### src/design/lidar_frame_presence_detector_defines.svh
// ----------------------------------------------------------------------------
// lidar frame presence detector assertion macros
// concurrent check helpers, empty when SYNTH is defined
// ----------------------------------------------------------------------------
`ifndef LIDAR_FRAME_PRESENCE_DETECTOR_DEFINES_SVH
`define LIDAR_FRAME_PRESENCE_DETECTOR_DEFINES_SVH

`ifndef SYNTH
// same-cycle implication
`define LFPD_ASSERT_IMPLY(label, clk, rst_n, ante, cons) \
  label: assert property (@(posedge clk) disable iff (!rst_n) (ante) |-> (cons)) \
    else $error("lfpd check failed");
// next-cycle implication
`define LFPD_ASSERT_NEXT(label, clk, rst_n, ante, cons) \
  label: assert property (@(posedge clk) disable iff (!rst_n) (ante) |=> (cons)) \
    else $error("lfpd check failed");
`else
`define LFPD_ASSERT_IMPLY(label, clk, rst_n, ante, cons)
`define LFPD_ASSERT_NEXT(label, clk, rst_n, ante, cons)
`endif

`endif

### src/design/lfpd_pkg.sv
// ----------------------------------------------------------------------------
// lfpd_pkg
// shared types and constants of the lidar frame presence detector
// ----------------------------------------------------------------------------
`timescale 1ns / 1ps

package lfpd_pkg;

  // frame format
  localparam logic [7:0]  HDR_BYTE      = 8'h59;
  localparam logic [15:0] NO_TARGET_MM  = 16'd9999;
  localparam logic [3:0]  POS_LAST      = 4'd8;

  // item kinds
  localparam logic MODE_BYTE = 1'b0;
  localparam logic MODE_TICK = 1'b1;

  // presence codes
  localparam logic [1:0] PS_NONE     = 2'd0;
  localparam logic [1:0] PS_STAGED   = 2'd1;
  localparam logic [1:0] PS_LAUNCHED = 2'd2;

  // frame status codes
  localparam logic [1:0] FS_NONE     = 2'd0;
  localparam logic [1:0] FS_VALID    = 2'd1;
  localparam logic [1:0] FS_CSUM_ERR = 2'd2;

  // register map
  localparam int unsigned CFG_ADDR_W = 3;
  localparam int unsigned CFG_DATA_W = 16;
  localparam logic [CFG_ADDR_W-1:0] REG_ENABLE     = 3'd0;
  localparam logic [CFG_ADDR_W-1:0] REG_THRESHOLD  = 3'd1;
  localparam logic [CFG_ADDR_W-1:0] REG_MIN_AMP    = 3'd2;
  localparam logic [CFG_ADDR_W-1:0] REG_POLL_PER   = 3'd3;
  localparam logic [CFG_ADDR_W-1:0] REG_ARM_HOLD   = 3'd4;

  // register reset values
  localparam logic        RST_ENABLE    = 1'b1;
  localparam logic [15:0] RST_THRESHOLD = 16'd300;
  localparam logic [15:0] RST_MIN_AMP   = 16'd100;
  localparam logic [15:0] RST_POLL_PER  = 16'd100;
  localparam logic [15:0] RST_ARM_HOLD  = 16'd1000;

  // stream widths
  localparam int unsigned IN_DATA_W  = 8;
  localparam int unsigned OUT_DATA_W = 24;

  // default depth of the queue between front and back
  localparam int unsigned QUEUE_DEPTH_DEF = 2;

  typedef struct packed {
    logic        enable;
    logic [15:0] threshold_mm;
    logic [15:0] min_amplitude;
    logic [15:0] poll_period_ms;
    logic [15:0] arm_hold_ms;
  } cfg_t;

  // classified input transaction
  typedef struct packed {
    logic       is_tick;
    logic       is_hdr;
    logic [7:0] rx_byte;
  } item_t;

endpackage

### src/design/lfpd_front.sv
// ----------------------------------------------------------------------------
// lfpd_front
// input stage: takes transactions and tags them for the back end
// ----------------------------------------------------------------------------
`timescale 1ns / 1ps

module lfpd_front (
  input  logic                                clk,
  input  logic                                rst_n,
  input  logic                                in_tvalid,
  output logic                                in_tready,
  input  logic                                in_tuser,
  input  logic [lfpd_pkg::IN_DATA_W-1:0]      in_tdata,
  output logic                                item_valid,
  output lfpd_pkg::item_t                     item,
  input  logic                                item_ready
);

  logic            valid_r, valid_nxt;
  lfpd_pkg::item_t item_r, item_nxt;
  logic            take;

  assign in_tready = !valid_r || item_ready;
  assign take      = in_tvalid && in_tready;

  always_comb begin
    valid_nxt = valid_r;
    item_nxt  = item_r;
    if (take) begin
      valid_nxt        = 1'b1;
      item_nxt.is_tick = (in_tuser == lfpd_pkg::MODE_TICK);
      item_nxt.is_hdr  = (in_tdata == lfpd_pkg::HDR_BYTE);
      item_nxt.rx_byte = in_tdata;
    end else if (item_ready) begin
      valid_nxt = 1'b0;
    end
  end

  always_ff @(posedge clk) begin
    if (!rst_n) begin
      valid_r <= 1'b0;
    end else begin
      valid_r <= valid_nxt;
    end
  end

  always_ff @(posedge clk) begin
    item_r <= item_nxt;
  end

  assign item_valid = valid_r;
  assign item       = item_r;

endmodule

### src/design/lfpd_queue.sv
// ----------------------------------------------------------------------------
// lfpd_queue
// small fifo of classified items between front and back
// ----------------------------------------------------------------------------
`timescale 1ns / 1ps

module lfpd_queue #(
  parameter int unsigned DEPTH = lfpd_pkg::QUEUE_DEPTH_DEF
) (
  input  logic            clk,
  input  logic            rst_n,
  input  logic            push_valid,
  output logic            push_ready,
  input  lfpd_pkg::item_t push_item,
  output logic            pop_valid,
  input  logic            pop_ready,
  output lfpd_pkg::item_t pop_item
);

  localparam int unsigned AW = (DEPTH > 1) ? $clog2(DEPTH) : 1;
  localparam int unsigned CW = $clog2(DEPTH + 1);
  localparam logic [AW-1:0] LAST_IDX = AW'(DEPTH - 1);
  localparam logic [CW-1:0] FULL_CNT = CW'(DEPTH);

  lfpd_pkg::item_t mem [DEPTH];
  logic [AW-1:0] wr_ptr_r, wr_ptr_nxt;
  logic [AW-1:0] rd_ptr_r, rd_ptr_nxt;
  logic [CW-1:0] count_r, count_nxt;
  logic          push, pop;

  assign push_ready = (count_r != FULL_CNT);
  assign pop_valid  = (count_r != '0);
  assign push       = push_valid && push_ready;
  assign pop        = pop_valid && pop_ready;
  assign pop_item   = mem[rd_ptr_r];

  always_comb begin
    wr_ptr_nxt = wr_ptr_r;
    rd_ptr_nxt = rd_ptr_r;
    count_nxt  = count_r;
    if (push) begin
      wr_ptr_nxt = (wr_ptr_r == LAST_IDX) ? '0 : wr_ptr_r + AW'(1);
    end
    if (pop) begin
      rd_ptr_nxt = (rd_ptr_r == LAST_IDX) ? '0 : rd_ptr_r + AW'(1);
    end
    if (push && !pop) begin
      count_nxt = count_r + CW'(1);
    end else if (pop && !push) begin
      count_nxt = count_r - CW'(1);
    end
  end

  always_ff @(posedge clk) begin
    if (!rst_n) begin
      wr_ptr_r <= '0;
      rd_ptr_r <= '0;
      count_r  <= '0;
    end else begin
      wr_ptr_r <= wr_ptr_nxt;
      rd_ptr_r <= rd_ptr_nxt;
      count_r  <= count_nxt;
    end
  end

  always_ff @(posedge clk) begin
    if (push) begin
      mem[wr_ptr_r] <= push_item;
    end
  end

endmodule

### src/design/lfpd_back.sv
// ----------------------------------------------------------------------------
// lfpd_back
// frame parser, poll timer, presence machine and result register
// ----------------------------------------------------------------------------
`timescale 1ns / 1ps
`include "lidar_frame_presence_detector_defines.svh"

module lfpd_back (
  input  logic                                clk,
  input  logic                                rst_n,
  input  lfpd_pkg::cfg_t                      cfg,
  input  logic                                item_valid,
  output logic                                item_ready,
  input  lfpd_pkg::item_t                     item,
  output logic                                out_tvalid,
  input  logic                                out_tready,
  output logic [lfpd_pkg::OUT_DATA_W-1:0]     out_tdata
);

  logic [3:0]  pos_r, pos_nxt;
  logic [7:0]  sum_r, sum_nxt;
  logic [15:0] cm_r, cm_nxt;
  logic [15:0] amp_r, amp_nxt;
  logic [15:0] pend_r, pend_nxt;
  logic        fresh_r, fresh_nxt;
  logic [15:0] poll_r, poll_nxt;
  logic [1:0]  pres_r, pres_nxt;
  logic [15:0] last_r, last_nxt;
  logic [15:0] staged_r, staged_nxt;
  logic        armed_r, armed_nxt;
  logic        ovalid_r, ovalid_nxt;
  logic [lfpd_pkg::OUT_DATA_W-1:0] odata_r, odata_nxt;

  logic        pop;
  logic [7:0]  b;
  logic [19:0] mm_full;
  logic [15:0] mm_sat;
  logic [15:0] mm_filt;
  logic [15:0] period;
  logic [17:0] thr3;
  logic [1:0]  status;
  logic        arm;
  logic        do_eval;

  assign pop        = item_valid && (!ovalid_r || out_tready);
  assign item_ready = !ovalid_r || out_tready;
  assign b          = item.rx_byte;

  // cm to mm: x10 as x8 + x2, saturate to 16 bits
  assign mm_full = {1'b0, cm_r, 3'b000} + {3'b000, cm_r, 1'b0};
  assign mm_sat  = (mm_full[19:16] != 4'd0) ? 16'hFFFF : mm_full[15:0];
  assign mm_filt = ((amp_r < cfg.min_amplitude) || (mm_sat == 16'd0))
                   ? lfpd_pkg::NO_TARGET_MM : mm_sat;

  assign period = (cfg.poll_period_ms == 16'd0) ? 16'd1 : cfg.poll_period_ms;
  assign thr3   = {1'b0, cfg.threshold_mm, 1'b0} + {2'b00, cfg.threshold_mm};

  always_comb begin
    pos_nxt    = pos_r;
    sum_nxt    = sum_r;
    cm_nxt     = cm_r;
    amp_nxt    = amp_r;
    pend_nxt   = pend_r;
    fresh_nxt  = fresh_r;
    poll_nxt   = poll_r;
    pres_nxt   = pres_r;
    last_nxt   = last_r;
    staged_nxt = staged_r;
    armed_nxt  = armed_r;
    status     = lfpd_pkg::FS_NONE;
    arm        = 1'b0;
    do_eval    = 1'b0;

    if (pop && cfg.enable) begin
      if (!item.is_tick) begin
        // byte: frame assembly
        case (pos_r)
          4'd0: begin
            if (item.is_hdr) begin
              pos_nxt = 4'd1;
              sum_nxt = lfpd_pkg::HDR_BYTE;
            end
          end
          4'd1: begin
            if (item.is_hdr) begin
              pos_nxt = 4'd2;
              sum_nxt = sum_r + b;
            end else begin
              pos_nxt = 4'd0;
            end
          end
          lfpd_pkg::POS_LAST: begin
            if (b == sum_r) begin
              pend_nxt  = mm_filt;
              fresh_nxt = 1'b1;
              status    = lfpd_pkg::FS_VALID;
            end else begin
              status    = lfpd_pkg::FS_CSUM_ERR;
            end
            pos_nxt = 4'd0;
          end
          default: begin
            case (pos_r)
              4'd2:    cm_nxt  = {cm_r[15:8], b};
              4'd3:    cm_nxt  = {b, cm_r[7:0]};
              4'd4:    amp_nxt = {amp_r[15:8], b};
              4'd5:    amp_nxt = {b, amp_r[7:0]};
              default: ;
            endcase
            sum_nxt = sum_r + b;
            pos_nxt = (pos_r >= lfpd_pkg::POS_LAST) ? 4'd0 : pos_r + 4'd1;
          end
        endcase
      end else begin
        // tick: timers, poll and presence machine
        if ((pres_r == lfpd_pkg::PS_STAGED) && (staged_r != 16'hFFFF)) begin
          staged_nxt = staged_r + 16'd1;
        end
        poll_nxt = (poll_r != 16'hFFFF) ? poll_r + 16'd1 : poll_r;
        if (poll_nxt >= period) begin
          poll_nxt = 16'd0;
          if (fresh_r) begin
            fresh_nxt = 1'b0;
            do_eval   = 1'b1;
          end
        end
        if (do_eval) begin
          last_nxt = pend_r;
          case (pres_r)
            lfpd_pkg::PS_NONE: begin
              if (pend_r < cfg.threshold_mm) begin
                pres_nxt   = lfpd_pkg::PS_STAGED;
                staged_nxt = 16'd0;
                armed_nxt  = 1'b0;
              end
            end
            lfpd_pkg::PS_STAGED: begin
              if ({2'b00, pend_r} > thr3) begin
                pres_nxt = lfpd_pkg::PS_LAUNCHED;
              end else if (pend_r >= cfg.threshold_mm) begin
                pres_nxt = lfpd_pkg::PS_NONE;
              end
            end
            default: begin
              if (pend_r >= cfg.threshold_mm) begin
                pres_nxt = lfpd_pkg::PS_NONE;
              end
            end
          endcase
        end
        if ((pres_nxt == lfpd_pkg::PS_STAGED) && !armed_nxt &&
            (staged_nxt > cfg.arm_hold_ms)) begin
          armed_nxt = 1'b1;
          arm       = 1'b1;
        end
      end
    end
  end

  // result register
  always_comb begin
    ovalid_nxt = ovalid_r;
    odata_nxt  = odata_r;
    if (pop) begin
      ovalid_nxt = 1'b1;
      odata_nxt  = {1'b0, status, arm, (pres_nxt != pres_r), last_nxt,
                    (pres_nxt == lfpd_pkg::PS_STAGED), pres_nxt};
    end else if (out_tready) begin
      ovalid_nxt = 1'b0;
    end
  end

  always_ff @(posedge clk) begin
    if (!rst_n) begin
      pos_r    <= '0;
      sum_r    <= '0;
      cm_r     <= '0;
      amp_r    <= '0;
      pend_r   <= '0;
      fresh_r  <= 1'b0;
      poll_r   <= '0;
      pres_r   <= lfpd_pkg::PS_NONE;
      last_r   <= '0;
      staged_r <= '0;
      armed_r  <= 1'b0;
      ovalid_r <= 1'b0;
    end else begin
      pos_r    <= pos_nxt;
      sum_r    <= sum_nxt;
      cm_r     <= cm_nxt;
      amp_r    <= amp_nxt;
      pend_r   <= pend_nxt;
      fresh_r  <= fresh_nxt;
      poll_r   <= poll_nxt;
      pres_r   <= pres_nxt;
      last_r   <= last_nxt;
      staged_r <= staged_nxt;
      armed_r  <= armed_nxt;
      ovalid_r <= ovalid_nxt;
    end
  end

  always_ff @(posedge clk) begin
    odata_r <= odata_nxt;
  end

  assign out_tvalid = ovalid_r;
  assign out_tdata  = odata_r;

  // frame position never runs past the checksum byte
  `LFPD_ASSERT_IMPLY(a_pos_bound, clk, rst_n, 1'b1, pos_r <= lfpd_pkg::POS_LAST)
  // an arm pulse goes out only while staged and with the armed flag set
  `LFPD_ASSERT_IMPLY(a_arm_staged, clk, rst_n, ovalid_r && odata_r[20], (odata_r[1:0] == lfpd_pkg::PS_STAGED) && armed_r)
  // ticks never report a frame end
  `LFPD_ASSERT_NEXT(a_tick_no_frame, clk, rst_n, pop && item.is_tick, odata_r[22:21] == lfpd_pkg::FS_NONE)
  // every item taken from the queue shows up as a result
  `LFPD_ASSERT_NEXT(a_pop_result, clk, rst_n, pop, ovalid_r)

endmodule

### src/design/lidar_frame_presence_detector.sv
// ----------------------------------------------------------------------------
// lidar_frame_presence_detector
// time-of-flight lidar frame parser with poll-driven presence detection
// ----------------------------------------------------------------------------
// Each input transaction is either one received uart byte (in_tuser = 0) or one
// millisecond tick (in_tuser = 1), and each gives exactly one result
// transaction. Bytes build 9-byte frames (0x59 0x59, distance cm, amplitude,
// temperature, checksum); a good frame is stored as a pending distance in mm.
// Every poll period of ticks a fresh pending distance drives the no car /
// staged / launched machine, and a single auto-arm pulse follows staging that
// lasts longer than the hold time. The block takes one transaction per clock
// unless the result side stalls; a result passes the input register, queue and
// result register before it is offered. With the result side stalled it holds
// four transactions (input register, two queue entries, result register) before
// in_tready drops. All per-item work is done in the back end; the queue lets
// input and result sides stall apart. Registers are written through cfg_we /
// cfg_addr / cfg_wdata, by the user only while idle, not enforced by the block.
`timescale 1ns / 1ps

module lidar_frame_presence_detector #(
  parameter int unsigned QUEUE_DEPTH = lfpd_pkg::QUEUE_DEPTH_DEF
) (
  input  logic                                  clk,
  input  logic                                  rst_n,
  // input stream
  input  logic                                  in_tvalid,
  output logic                                  in_tready,
  input  logic                                  in_tuser,   // [0] mode
  input  logic [lfpd_pkg::IN_DATA_W-1:0]        in_tdata,   // [7:0] rx_byte
  // result stream
  output logic                                  out_tvalid,
  input  logic                                  out_tready,
  // [1:0] presence_state, [2] car_present, [18:3] range_mm,
  // [19] state_changed, [20] auto_arm, [22:21] frame_status, [23] zero
  output logic [lfpd_pkg::OUT_DATA_W-1:0]       out_tdata,
  // register write port
  input  logic                                  cfg_we,
  input  logic [lfpd_pkg::CFG_ADDR_W-1:0]       cfg_addr,
  input  logic [lfpd_pkg::CFG_DATA_W-1:0]       cfg_wdata
);

  lfpd_pkg::cfg_t  cfg_r, cfg_nxt;
  lfpd_pkg::item_t front_item, queue_item;
  logic            front_valid, front_ready;
  logic            queue_valid, queue_ready;

  // register file, writes outside the map are dropped
  always_comb begin
    cfg_nxt = cfg_r;
    if (cfg_we) begin
      case (cfg_addr)
        lfpd_pkg::REG_ENABLE:    cfg_nxt.enable         = cfg_wdata[0];
        lfpd_pkg::REG_THRESHOLD: cfg_nxt.threshold_mm   = cfg_wdata;
        lfpd_pkg::REG_MIN_AMP:   cfg_nxt.min_amplitude  = cfg_wdata;
        lfpd_pkg::REG_POLL_PER:  cfg_nxt.poll_period_ms = cfg_wdata;
        lfpd_pkg::REG_ARM_HOLD:  cfg_nxt.arm_hold_ms    = cfg_wdata;
        default: ;
      endcase
    end
  end

  always_ff @(posedge clk) begin
    if (!rst_n) begin
      cfg_r.enable         <= lfpd_pkg::RST_ENABLE;
      cfg_r.threshold_mm   <= lfpd_pkg::RST_THRESHOLD;
      cfg_r.min_amplitude  <= lfpd_pkg::RST_MIN_AMP;
      cfg_r.poll_period_ms <= lfpd_pkg::RST_POLL_PER;
      cfg_r.arm_hold_ms    <= lfpd_pkg::RST_ARM_HOLD;
    end else begin
      cfg_r <= cfg_nxt;
    end
  end

  // front end: registers and tags each transaction
  lfpd_front u_front (
    .clk        (clk),
    .rst_n      (rst_n),
    .in_tvalid  (in_tvalid),
    .in_tready  (in_tready),
    .in_tuser   (in_tuser),
    .in_tdata   (in_tdata),
    .item_valid (front_valid),
    .item       (front_item),
    .item_ready (front_ready)
  );

  // decoupling queue
  lfpd_queue #(
    .DEPTH (QUEUE_DEPTH)
  ) u_queue (
    .clk        (clk),
    .rst_n      (rst_n),
    .push_valid (front_valid),
    .push_ready (front_ready),
    .push_item  (front_item),
    .pop_valid  (queue_valid),
    .pop_ready  (queue_ready),
    .pop_item   (queue_item)
  );

  // back end: parser, timers, presence machine, result register
  lfpd_back u_back (
    .clk        (clk),
    .rst_n      (rst_n),
    .cfg        (cfg_r),
    .item_valid (queue_valid),
    .item_ready (queue_ready),
    .item       (queue_item),
    .out_tvalid (out_tvalid),
    .out_tready (out_tready),
    .out_tdata  (out_tdata)
  );

endmodule
### config.mk
export PLATFORM = sky130hd
export DESIGN_NAME = lidar_frame_presence_detector
export DESIGN_NICKNAME = d
export VERILOG_FILES = /design/src/design/lfpd_pkg.sv /design/src/design/lfpd_front.sv /design/src/design/lfpd_queue.sv /design/src/design/lfpd_back.sv /design/src/design/lidar_frame_presence_detector.sv
export VERILOG_INCLUDE_DIRS = /design/src /design/src/design
export SDC_FILE = /design/constraint.sdc
export NUM_CORES = 1
export LEC_CHECK = 0
export ABC_AREA = 1
export BUFFER_PORTS_ARGS = -buffer_cell sky130_fd_sc_hd__buf_2
export CAP_MARGIN = 20
export CORE_MARGIN = 2
export CORE_UTILIZATION = 50
export CTS_CLUSTER_DIAMETER = 120
export CTS_CLUSTER_SIZE = 12
export DETAILED_ROUTE_END_ITERATION = 6
export PLACE_DENSITY = 0.8
export SYNTH_ARGS = -nofsm -noshare
export SYNTH_HDL_FRONTEND = slang
export SYNTH_SLANG_ARGS = --single-unit
### constraint.sdc
create_clock -name clk -period 4.2 [get_ports clk]
set_input_delay 0.21 -clock clk [delete_from_list [all_inputs] [get_ports clk]]
set_output_delay 0.21 -clock clk [all_outputs]
set_load 0.01 [all_outputs]
**After elaboration in Yosys (flattened, before gate mapping)**

Memories as Yosys holds them, arrays and structs flattened. A register that Yosys moved wholly into a read port is not among the register bits.
Cells that the tools add are included.

- Eq/ne operators: 22
- Multiply operators: 0
- Add/subtract/negate cells: 10
- Mux-type cells: 60
- Bitwise operators: 8
- Reduce and logical (&&, ||, !) cells: 45
- Div/mod/pow operators: 0
- Magnitude comparators: 7
- Shifts and indexed selects: 0

Operators with widths:

| cell | number |
|---|---|
| $mux 16 | 14 |
| $pmux 16 s2 | 2 |
| $add 16x1->16 const B | 2 |
| $ge 16x16->1 | 2 |
| $logic_not 16->1 | 2 |
| $lt 16x16->1 | 2 |
| $ne 16x16->1 const B | 2 |
| $mux 1 | 25 |
| $reduce_and 5->1 | 5 |
| $mux 2 | 12 |
| $pmux 8 s3 | 1 |
| $add 19x17->20 | 1 |
| $add 17x16->18 | 1 |
| $gt 16x18->1 | 1 |
| $gt 16x16->1 | 1 |
| $mux 8 | 2 |
| $pmux 4 s3 | 1 |
| $reduce_and 2->1 | 6 |
| $reduce_bool 2->1 | 6 |
| $logic_and 1x1->1 | 9 |
| $add 8x8->8 | 1 |
| $eq 4x2->1 const B | 2 |
| $eq 4x3->1 const B | 2 |
| $eq 8x7->1 const B | 1 |
| 26 further kinds | 49 |

- Memory bits (writable): 20
- Input port bits: 33
- Bits in latches: 0
- Output and inout bits: 26
- Bits in read-only memories: 0
- Flip-flop bits (word level): 216
- Memories kept: 1
- Logic and storage cells: 182

Memory list:

| memory | words | bits a word | read ports | clocked after Yosys merged registers in | wr ports | line | source |
|---|---|---|---|---|---|---|---|
| u_queue.mem | 2 | 10 | 1 | 1 | 1 | lfpd_queue.sv:25 | `lfpd_pkg::item_t mem [DEPTH];` |

**Logic depth before layout (Yosys ltp)**

Gate-level depths: netlist of run 1.

- Word-level depth: 13
- Gate-level depth with buffers: 32
- Mapped depth without buffers: 32

**By module**

A second synthesis of run 1 with hierarchy kept.

- Cells, all modules: 1849
- Area, all modules: 13850.8 um^2

By module, submodules not included:

| module | cells each | area an instance (um^2) | times used | seq. area each (um^2) |
|---|---|---|---|---|
| lfpd_back | 1390 | 9900.7 | 1 | 2952.8 |
| lidar_frame_presence_detector | 366 | 2585.0 | 1 | 1301.2 |
| lfpd_queue | 68 | 980.9 | 1 | 700.7 |
| lfpd_front | 25 | 384.1 | 1 | 320.3 |

**Least setup slack after synthesis of run 1**

OpenSTA, ideal clock, no wires.

- Kind: register -> register
- Start: reg u_back.poll_r[0]
- End: reg u_back.odata_r, in the netlist u_back.out_tdata[20], data pin
- Path buffers: 0
- Setup slack: 0.073 ns
- Setup time: 0.252 ns
- Required time: 3.948 ns
- Arrival: 3.875 ns
- Stages on the path, launching flop included: 32
- Clock period less this slack: 4.127 ns
- Cells stage by stage: dfxtp_1 -> ha_1 -> inv_1 -> nor3_2 -> nand3_1 -> nor2_1 -> nand2_1 -> nand3_1 -> nor3_1 -> xor2_1 -> ha_1 -> a21oi_1 -> o21ai_0 -> a21o_1 -> nand2_1 -> nand3_1 -> nand2_1 -> inv_1 -> nand2_2 -> inv_2 -> a21oi_1 -> ha_1 -> inv_1 -> nor2_1 -> o21bai_1 -> a21oi_1 -> o31ai_1 -> o2111ai_1 -> nand2_1 -> a21oi_1 -> nand3_1 -> inv_1

- Word-level cells in the longest chain between the ends: 13
- Elaborated cells on any way between the ends: 22
- Classes of those cells: add/sub: 1; order compare: 2; eq/ne: 2; mux: 14; reduce/logical: 3

Ends and longest elaborated chain:

| element | line | source |
|---|---|---|
| from (decl) | lfpd_back.sv:26 | `logic [15:0] poll_r, poll_nxt;` |
| from (signal assigned) | lfpd_back.sv:194 | `poll_r <= poll_nxt;` |
| $add 16x1->16 / $ne 16x16->1 (equally long branches) | lfpd_back.sv:119 | `poll_nxt = (poll_r != 16'hFFFF) ? poll_r + 16'd1 : poll_r;` |
| $mux 16 (*) | lfpd_back.sv:119 |  |
| $ge 16x16->1 (*) | lfpd_back.sv:120 | `if (poll_nxt >= period) begin` |
| $mux 1 (*) | lfpd_back.sv:120 |  |
| $mux 1 (*) | lfpd_back.sv:75 | `if (!item.is_tick) begin` |
| $mux 1 (*) | lfpd_back.sv:74 | `if (pop && cfg.enable) begin` |
| parallel branches: the longest is 5 deep, another holds $gt 16x16->1 | - |  |
| $logic_and 1x1->1 (*) | lfpd_back.sv:151 | `if ((pres_nxt == lfpd_pkg::PS_STAGED) && !armed_nxt &&` |
| $mux 1 (*) | lfpd_back.sv:151 |  |
| to (signal assigned) | lfpd_back.sv:204 | `odata_r <= odata_nxt;` |
| to (decl) | lfpd_back.sv:32 | `logic [lfpd_pkg::OUT_DATA_W-1:0] odata_r, odata_nxt;` |

Every way passes the cells marked *. The select of a mux whose other input is x is not followed.
A chain may end at the register's enable or synchronous reset.

**Final worst setup path of run 1**

- Start: reg u_back.poll_r[1]
- End: reg u_back.odata_r, in the netlist u_back.out_tdata[20], data pin

Same word-level chain as after synthesis.

==> metrics.csv, run 1 <==
stage;metric;value;unit
sta;Setup TNS Final;-0.2779;ns
worst_setup_path;critical path fanouts, max;7;
logic_synthesis;Synth async-reset ratio;0;%
floorplanning;die width;167.7;um
detailed_routing;router iterations before antenna repair;5;
finish;# diodes;0;
power_and_ir_drop;worst vdd ir;0.3263;mV
grt;antenna violations before repair;0;
worst_setup_path;Setup CP Type;reg2reg;
logic_synthesis;register area share after synthesis;39.35;%
detailed_routing;Post-Route WL;33760;um
run_status;failing checks;negative setup slack;
clock_network;clk buf depth;3;
grt;largest net degree at the start of global routing;84;
place;pre-CTS WS;-0.2644;ns
sta;RSZ-0062 raised after global routing;yes;
finish;area of the multi-input gates;0.007323;mm2
worst_setup_path;CP Capture Type;register;
finish;area taken by flip-flops and latches;0.005281;mm2
sta;crit path time final;4.378;ns
logic_synthesis;Syn Nets;1857;
floorplanning;IO Pins;59;
power_and_ir_drop;P_leak;7.030;nW
grt;GRT Total Usage;23.35;%
place;routability cong.;0.9115;
power_and_ir_drop;Pwr Density;418.5;mW/mm2
logic_synthesis;most frequent cell after synthesis;inv_1;
logic_synthesis;Syn. warnings;0;
sta;actual slew at the worst max-slew pin;1.029;ns
worst_hold_path;worst min path class;in2reg;
clock_network;worst skew pair latency;0.53;ns
finish;Filler cells;2188;
sta;period utilisation layout;104.2;%
floorplanning;die area;0.02813;mm2
sta;final hold viol count;0;
logic_synthesis;largest area contributor in the netlist;dfxtp_1;
logic_synthesis;Cell variety after synth;51;
worst_setup_path;slowest CP cell;dfxtp_2;
worst_setup_path;CP peak stage delay;0.36;ns
clock_network;H-tree levels;1;
grt;vias in the first global route;11330;
detailed_routing;Remaining DRCs;0;
sta;f_max;228.4;MHz
sta;Final Max Slew Viols;0;
floorplanning;Core ar.;0.02621;mm2
logic_synthesis;post-synth top area share;27.48;%
grt;gr ovfl total;0;
clock_network;clk sink count;237;
sta;setup ws final;-0.1780;ns
sta;# setup viols final;2;
logic_synthesis;Main synth FF type;dfxtp_1;
place;Buffers on Ports;57;
clock_network;root buffer cell;clkbuf_16;
detailed_routing;DR vias/cell;5.467;
logic_synthesis;Post-synth top cells;257 x inv_1, 237 x nand2_1, 204 x a21oi_1;
detailed_routing;Avg WL per Cell;15.58;um
finish;Final Cell Area;0.01566;mm2
detailed_routing;total number of vias;11850;
detailed_routing;initial drt markers;870;
logic_synthesis;Post-Syn Instances;1699;
floorplanning;Row Count;59;
logic_synthesis;Mapped Avg Cell Area;7.889;um2
clock_network;CTS Buf Count;23;
worst_setup_path;crit-path most repeated cell;nand3_2;
run;max_cap viols;0;
finish;Final Non-Filler Cells;2167;
place;post-detail-place hpwl;23510;um
grt;first-pass GRT wire length;54440;um
sta;Slew Limit Headroom;31.32;%
worst_setup_path;Worst EP arrival;4.67;ns
logic_synthesis;register bit total from synthesis;237;
logic_synthesis;Synth area leaders;dfxtp_1 27%, edfxtp_1 12%, ha_1 11%;
logic_synthesis;Post-synth EDFFs;53;
worst_setup_path;Crit path required time;4.49;ns
worst_setup_path;kind of start point of the critical path;register;
place;Inst Count DP;2090;
clock_network;TritonCTS clock tree;done;
floorplanning;initial cell density of the core;51.15;%
finish;share of layout cells above drive strength 1;15.28;%
place;post-place instance area;0.01427;mm2
detailed_routing;antenna-violating nets left;0;
finish;Post-layout nets;1978;
floorplanning;die height;167.7;um
sta;Final Skew;0.01078;ns
clock_network;CTS clk-pin slew, worst paths;0.06;ns
run_status;status;finished with violations;
logic_synthesis;area of the mapped netlist;0.01340;mm2
finish;area delta synth->final;16.84;%
## path summary, 6_finish.rpt
kind              slack [ns]  cells past startpoint             start                    to
setup reg to reg       -0.18                     31  u_back.poll_r[1]  u_back.out_tdata[20]
hold reg to reg         0.45                      0   u_front.item[1]     u_queue.mem[0][1]
setup / recovery       -0.18                     31  u_back.poll_r[1]  u_back.out_tdata[20]
hold / removal          0.01                      3      cfg_wdata[5]             cfg_r[37]
## critical path, delay by kind of cell (launching register included)
kind	cells	cell delay, ns
adder cells (fa/ha/maj)	3	0.72
buffers and inverters	5	0.24
AND/OR/NAND/NOR	13	1.35
flip-flops	1	0.36
XOR/XNOR	1	0.15
AO/OA/AOI/OAI	9	1.31
## per-stage QoR
step / power, mW / util, % / hold WS (ns)
after floorplan: 3.924 / - / 0.3089
after global placement: 4.409 / 54.46 / 0.3893
after CTS: 6.415 / 58.49 / 0.002774
final: 6.554 / 59.76 / 0.01275
after global routing: 6.882 / 59.76 / 0.007663
after detailed placement: 4.456 / 54.46 / 0.3896
## cells in the final DEF, fill, tap and decap left out, types with 23 or more instances in the layout
cell type    n
inv_1      245
nand2_1    226
a21oi_1    196
dfxtp_1    181
nor2_1     115
ha_1       114
o21ai_0    110
buf_4       65
buf_2       57
nand3_1     54
edfxtp_1    53
a211oi_1    39
xor2_1      37
nor3_1      34
clkbuf_16   23
## flip-flops by register name (all words and copies together), names as in the netlist, 2 cells and up, named ones only
| name | cells |
|---|---|
| u_back.pend_r | 16 |
| u_back.pres_r | 2 |
| u_back.staged_r | 16 |
| u_back.cm_r | 16 |
| u_queue.count_r | 2 |
| u_back.pos_r | 4 |
| u_back.poll_r | 16 |
| u_back.last_r | 16 |
| u_queue.mem | 20 |
| u_back.out_tdata | 23 |
| u_front.item | 10 |
| u_back.sum_r | 8 |
| cfg_r | 65 |
| u_back.amp_r | 16 |
## report_power, final
group / switching (mW) / leakage (nW) / internal [mW] / total [mW]
Clock: 0.869 / 0.306 / 1.01 / 1.88
Sequential: 0.177 / 2.00 / 2.62 / 2.80
Combinational: 1.20 / 4.72 / 0.670 / 1.87
## repair_timing
action	in CTS	in global routing
setup endpoints to repair	2	24
hold endpoints to repair	14	0
pin swaps	20	41
hold buffers	13	0
setup buffers	17	11
gates resized for setup	41	63
## cells by family after synthesis
family	synth area share (%)
simple gates	18.33
compound gates	18.34
buf+inv	8.905
flops	39.35
fa+ha+maj	11.84
xor+xnor	3.202
other cells	0.02798
## final cells by class
type	instances	area share [%]
Sequential cell	237	33.72
Clock buffer	35	3.963
Clock inverter	2	0.08788
Tap cell	335	2.676
Inverter	267	6.479
Multi-Input combinational cell	1150	46.76
Timing Repair Buffer	141	6.311
## layer usage
layer | vias to the layer above | track usage, % | wire [um]
met1 | 5415 | 29.99 | 14770
li1 | 5980 | - | -
met2 | 358 | 40.65 | 15910
met3 | 94 | 2.907 | 1834
met4 | 0 | 8.091 | 1243
met5 | - | 0 | 0
Note: power is estimated with default switching activity, not from simulation.
==> run 2, diff against run 1 <==
Settings changed: PLACE_DENSITY 0.8 to 0.69.
==> run 2 against run 1 <==
Non-clock buffer count fell by 17. Sequential share of layout area rose by 0.41 points. Critical path type unchanged. The flow now finishes without violations. Power fell by 1.8%. Largest cell class unchanged. Flip-flop and latch count did not move. Count of clock-buffer cells in the layout did not move. Setup slack improved by 0.20 ns. Utilization fell by 0.70 points.
==> metrics.csv, run 2 (same netlist as run 1, synthesis figures left out) <==
stage;metric;value;unit
run_status;status;complete, no violations;
finish;most frequent cells in the layout;248 x inv_1, 231 x nand2_1, 195 x a21oi_1;
finish;Largest register FFs;65;
finish;# diodes;0;
power_and_ir_drop;P_leak;6.942;nW
worst_setup_path;Crit path required time;4.48;ns
sta;f_max;239.3;MHz
grt;gr ovfl total;0;
sta;Final Max Slew Viols;0;
power_and_ir_drop;sequential share of power;43.4;%
worst_setup_path;Setup CP Type;reg2reg;
sta;actual slew at the worst max-slew pin;1.112;ns
floorplanning;Core ar.;0.02621;mm2
worst_setup_path;kind of cell adding the most delay to the critical path;simple AND/OR/NAND/NOR gates;
power_and_ir_drop;internal power;4.273;mW
worst_setup_path;critical path fanouts, max;7;
sta;final hold viol count;0;
clock_network;worst skew pair latency;0.52;ns
worst_setup_path;slowest CP cell;dfxtp_4;
worst_setup_path;CP Capture Type;register;
place;Buffers on Ports;57;
finish;area delta synth->final;15.48;%
detailed_routing;Avg WL per Cell;14.80;um
worst_setup_path;kind of start point of the critical path;register;
worst_setup_path;Buf/Inv on CP;4;
run;max_cap viols;0;
finish;Post-layout nets;1961;
place;post-detail-place hpwl;23030;um
sta;Setup TNS Final;0;ns
place;routability cong.;0.9054;
sta;setup ws final;0.02135;ns
floorplanning;die area;0.02813;mm2
sta;RSZ-0062 raised after global routing;yes;
finish;Biggest register;cfg_r;
clock_network;root buffer cell;clkbuf_16;
sta;crit path time final;4.179;ns
floorplanning;Row Count;59;
power_and_ir_drop;Sw Ratio;33.57;%
detailed_routing;total number of vias;11430;
sta;Min Hold Slack;0.01217;ns
clock_network;clk buf depth;3;
detailed_routing;antenna-violating nets left;0;
grt;vias in the first global route;10680;
detailed_routing;Post-Route WL;31820;um
sta;period utilisation layout;99.49;%
grt;GRT Total Usage;22.27;%
detailed_routing;router iterations before antenna repair;5;
sta;Slew Limit Headroom;25.79;%
floorplanning;IO Pins;59;
sta;Final Skew;0.009484;ns
worst_setup_path;CP peak stage delay;0.36;ns
place;pre-CTS WS;-0.3157;ns
clock_network;CTS clk-pin slew, worst paths;0.06;ns
finish;most common cell after layout, fill and taps aside;inv_1;
power_and_ir_drop;Comb power frac;27.8;%
power_and_ir_drop;Pwr Density;415.6;mW/mm2
sta;# setup viols final;0;
power_and_ir_drop;clock power share;28.9;%
grt;first-pass GRT wire length;51700;um
grt;largest net degree at the start of global routing;94;
worst_hold_path;worst min path class;in2reg;
clock_network;H-tree levels;1;
detailed_routing;DR vias/cell;5.317;
clock_network;TritonCTS clock tree;done;
power_and_ir_drop;worst vdd ir;0.4101;mV
clock_network;CTS Buf Count;23;
floorplanning;die width;167.7;um
detailed_routing;Remaining DRCs;0;
floorplanning;die height;167.7;um
clock_network;clk sink count;237;
grt;antenna violations before repair;0;
detailed_routing;initial drt markers;729;
finish;share of layout cells above drive strength 1;14.27;%
power_and_ir_drop;switching power;2.159;mW
worst_setup_path;Worst EP arrival;4.46;ns
floorplanning;initial cell density of the core;51.15;%
==> run 2: cell count changes in the layout (fill, tap and decap cells not counted), sizes merged <==
cell / before / now
clkinv: 1 / 2
buf: 128 / 111
inv: 268 / 267
==> run 2: area by class of cell <==
class / count / area, um2
clock buffer: 35 / 620.6
clock inverter: 2 / 13.76
fill: 2320 / 10730
inverter: 267 / 1011
multi-input combinational: 1150 / 7289
sequential: 237 / 5284
tap: 335 / 419.2
timing repair buffer: 124 / 840.8
==> run 2: metrics by stage <==
step           util (%)  cell area, um2  power, mW  cells
2_1_floorplan         -           13400      3.924   1699
3_3_place_gp      54.42           14260      4.438   2090
3_5_place_dp      54.42           14260      4.473   2090
4_1_cts           58.00           15200      6.402   2145
5_1_grt           59.06           15480      6.796   2150
6_report          59.06           15480      6.433   2150
==> run 2: worst paths after layout <==
| check | cells past startpoint | slack, ns | start | to |
|---|---|---|---|---|
| max | 27 | 0.02 | u_back.poll_r[1] | u_back.out_tdata[20] |
| min | 3 | 0.01 | cfg_wdata[2] | cfg_r[50] |
| max reg2reg | 27 | 0.02 | u_back.poll_r[1] | u_back.out_tdata[20] |
| min reg2reg | 0 | 0.44 | u_front.item[7] | u_queue.mem[0][7] |
==> run 2: power groups by stage <==
stage / Combinational [mW] / Clock, mW / Sequential (mW)
floorplan: 1.08 / 0 / 2.84
global placement: 1.61 / 0 / 2.82
detailed placement: 1.64 / 0 / 2.83
CTS: 1.71 / 1.90 / 2.79
global route: 1.98 / 1.99 / 2.82
finish: 1.79 / 1.86 / 2.79
==> run 2: tightest hold or removal path, cell delays in order <==
cell	delay, ns
buf_2	0.14
nand2_1	0.06
o211ai_1	0.07
==> run 2: layer usage <==
metal	share of wire [%]	vias up	wire length, um	GRT usage, %
li1	-	5941	-	-
met1	46	5190	14770	29.96
met2	47	243	14840	37.67
met3	4.2	58	1323	2.647
met4	2.8	0	879	6.805
met5	0	-	0	0
==> run 2: what timing repair did <==
action	in CTS	in global routing
resized for setup	34	58
pin swaps	25	38
hold endpoints to repair	15	0
setup buffers	5	5
endpoints found under the setup margin	2	7
hold buffers	13	0
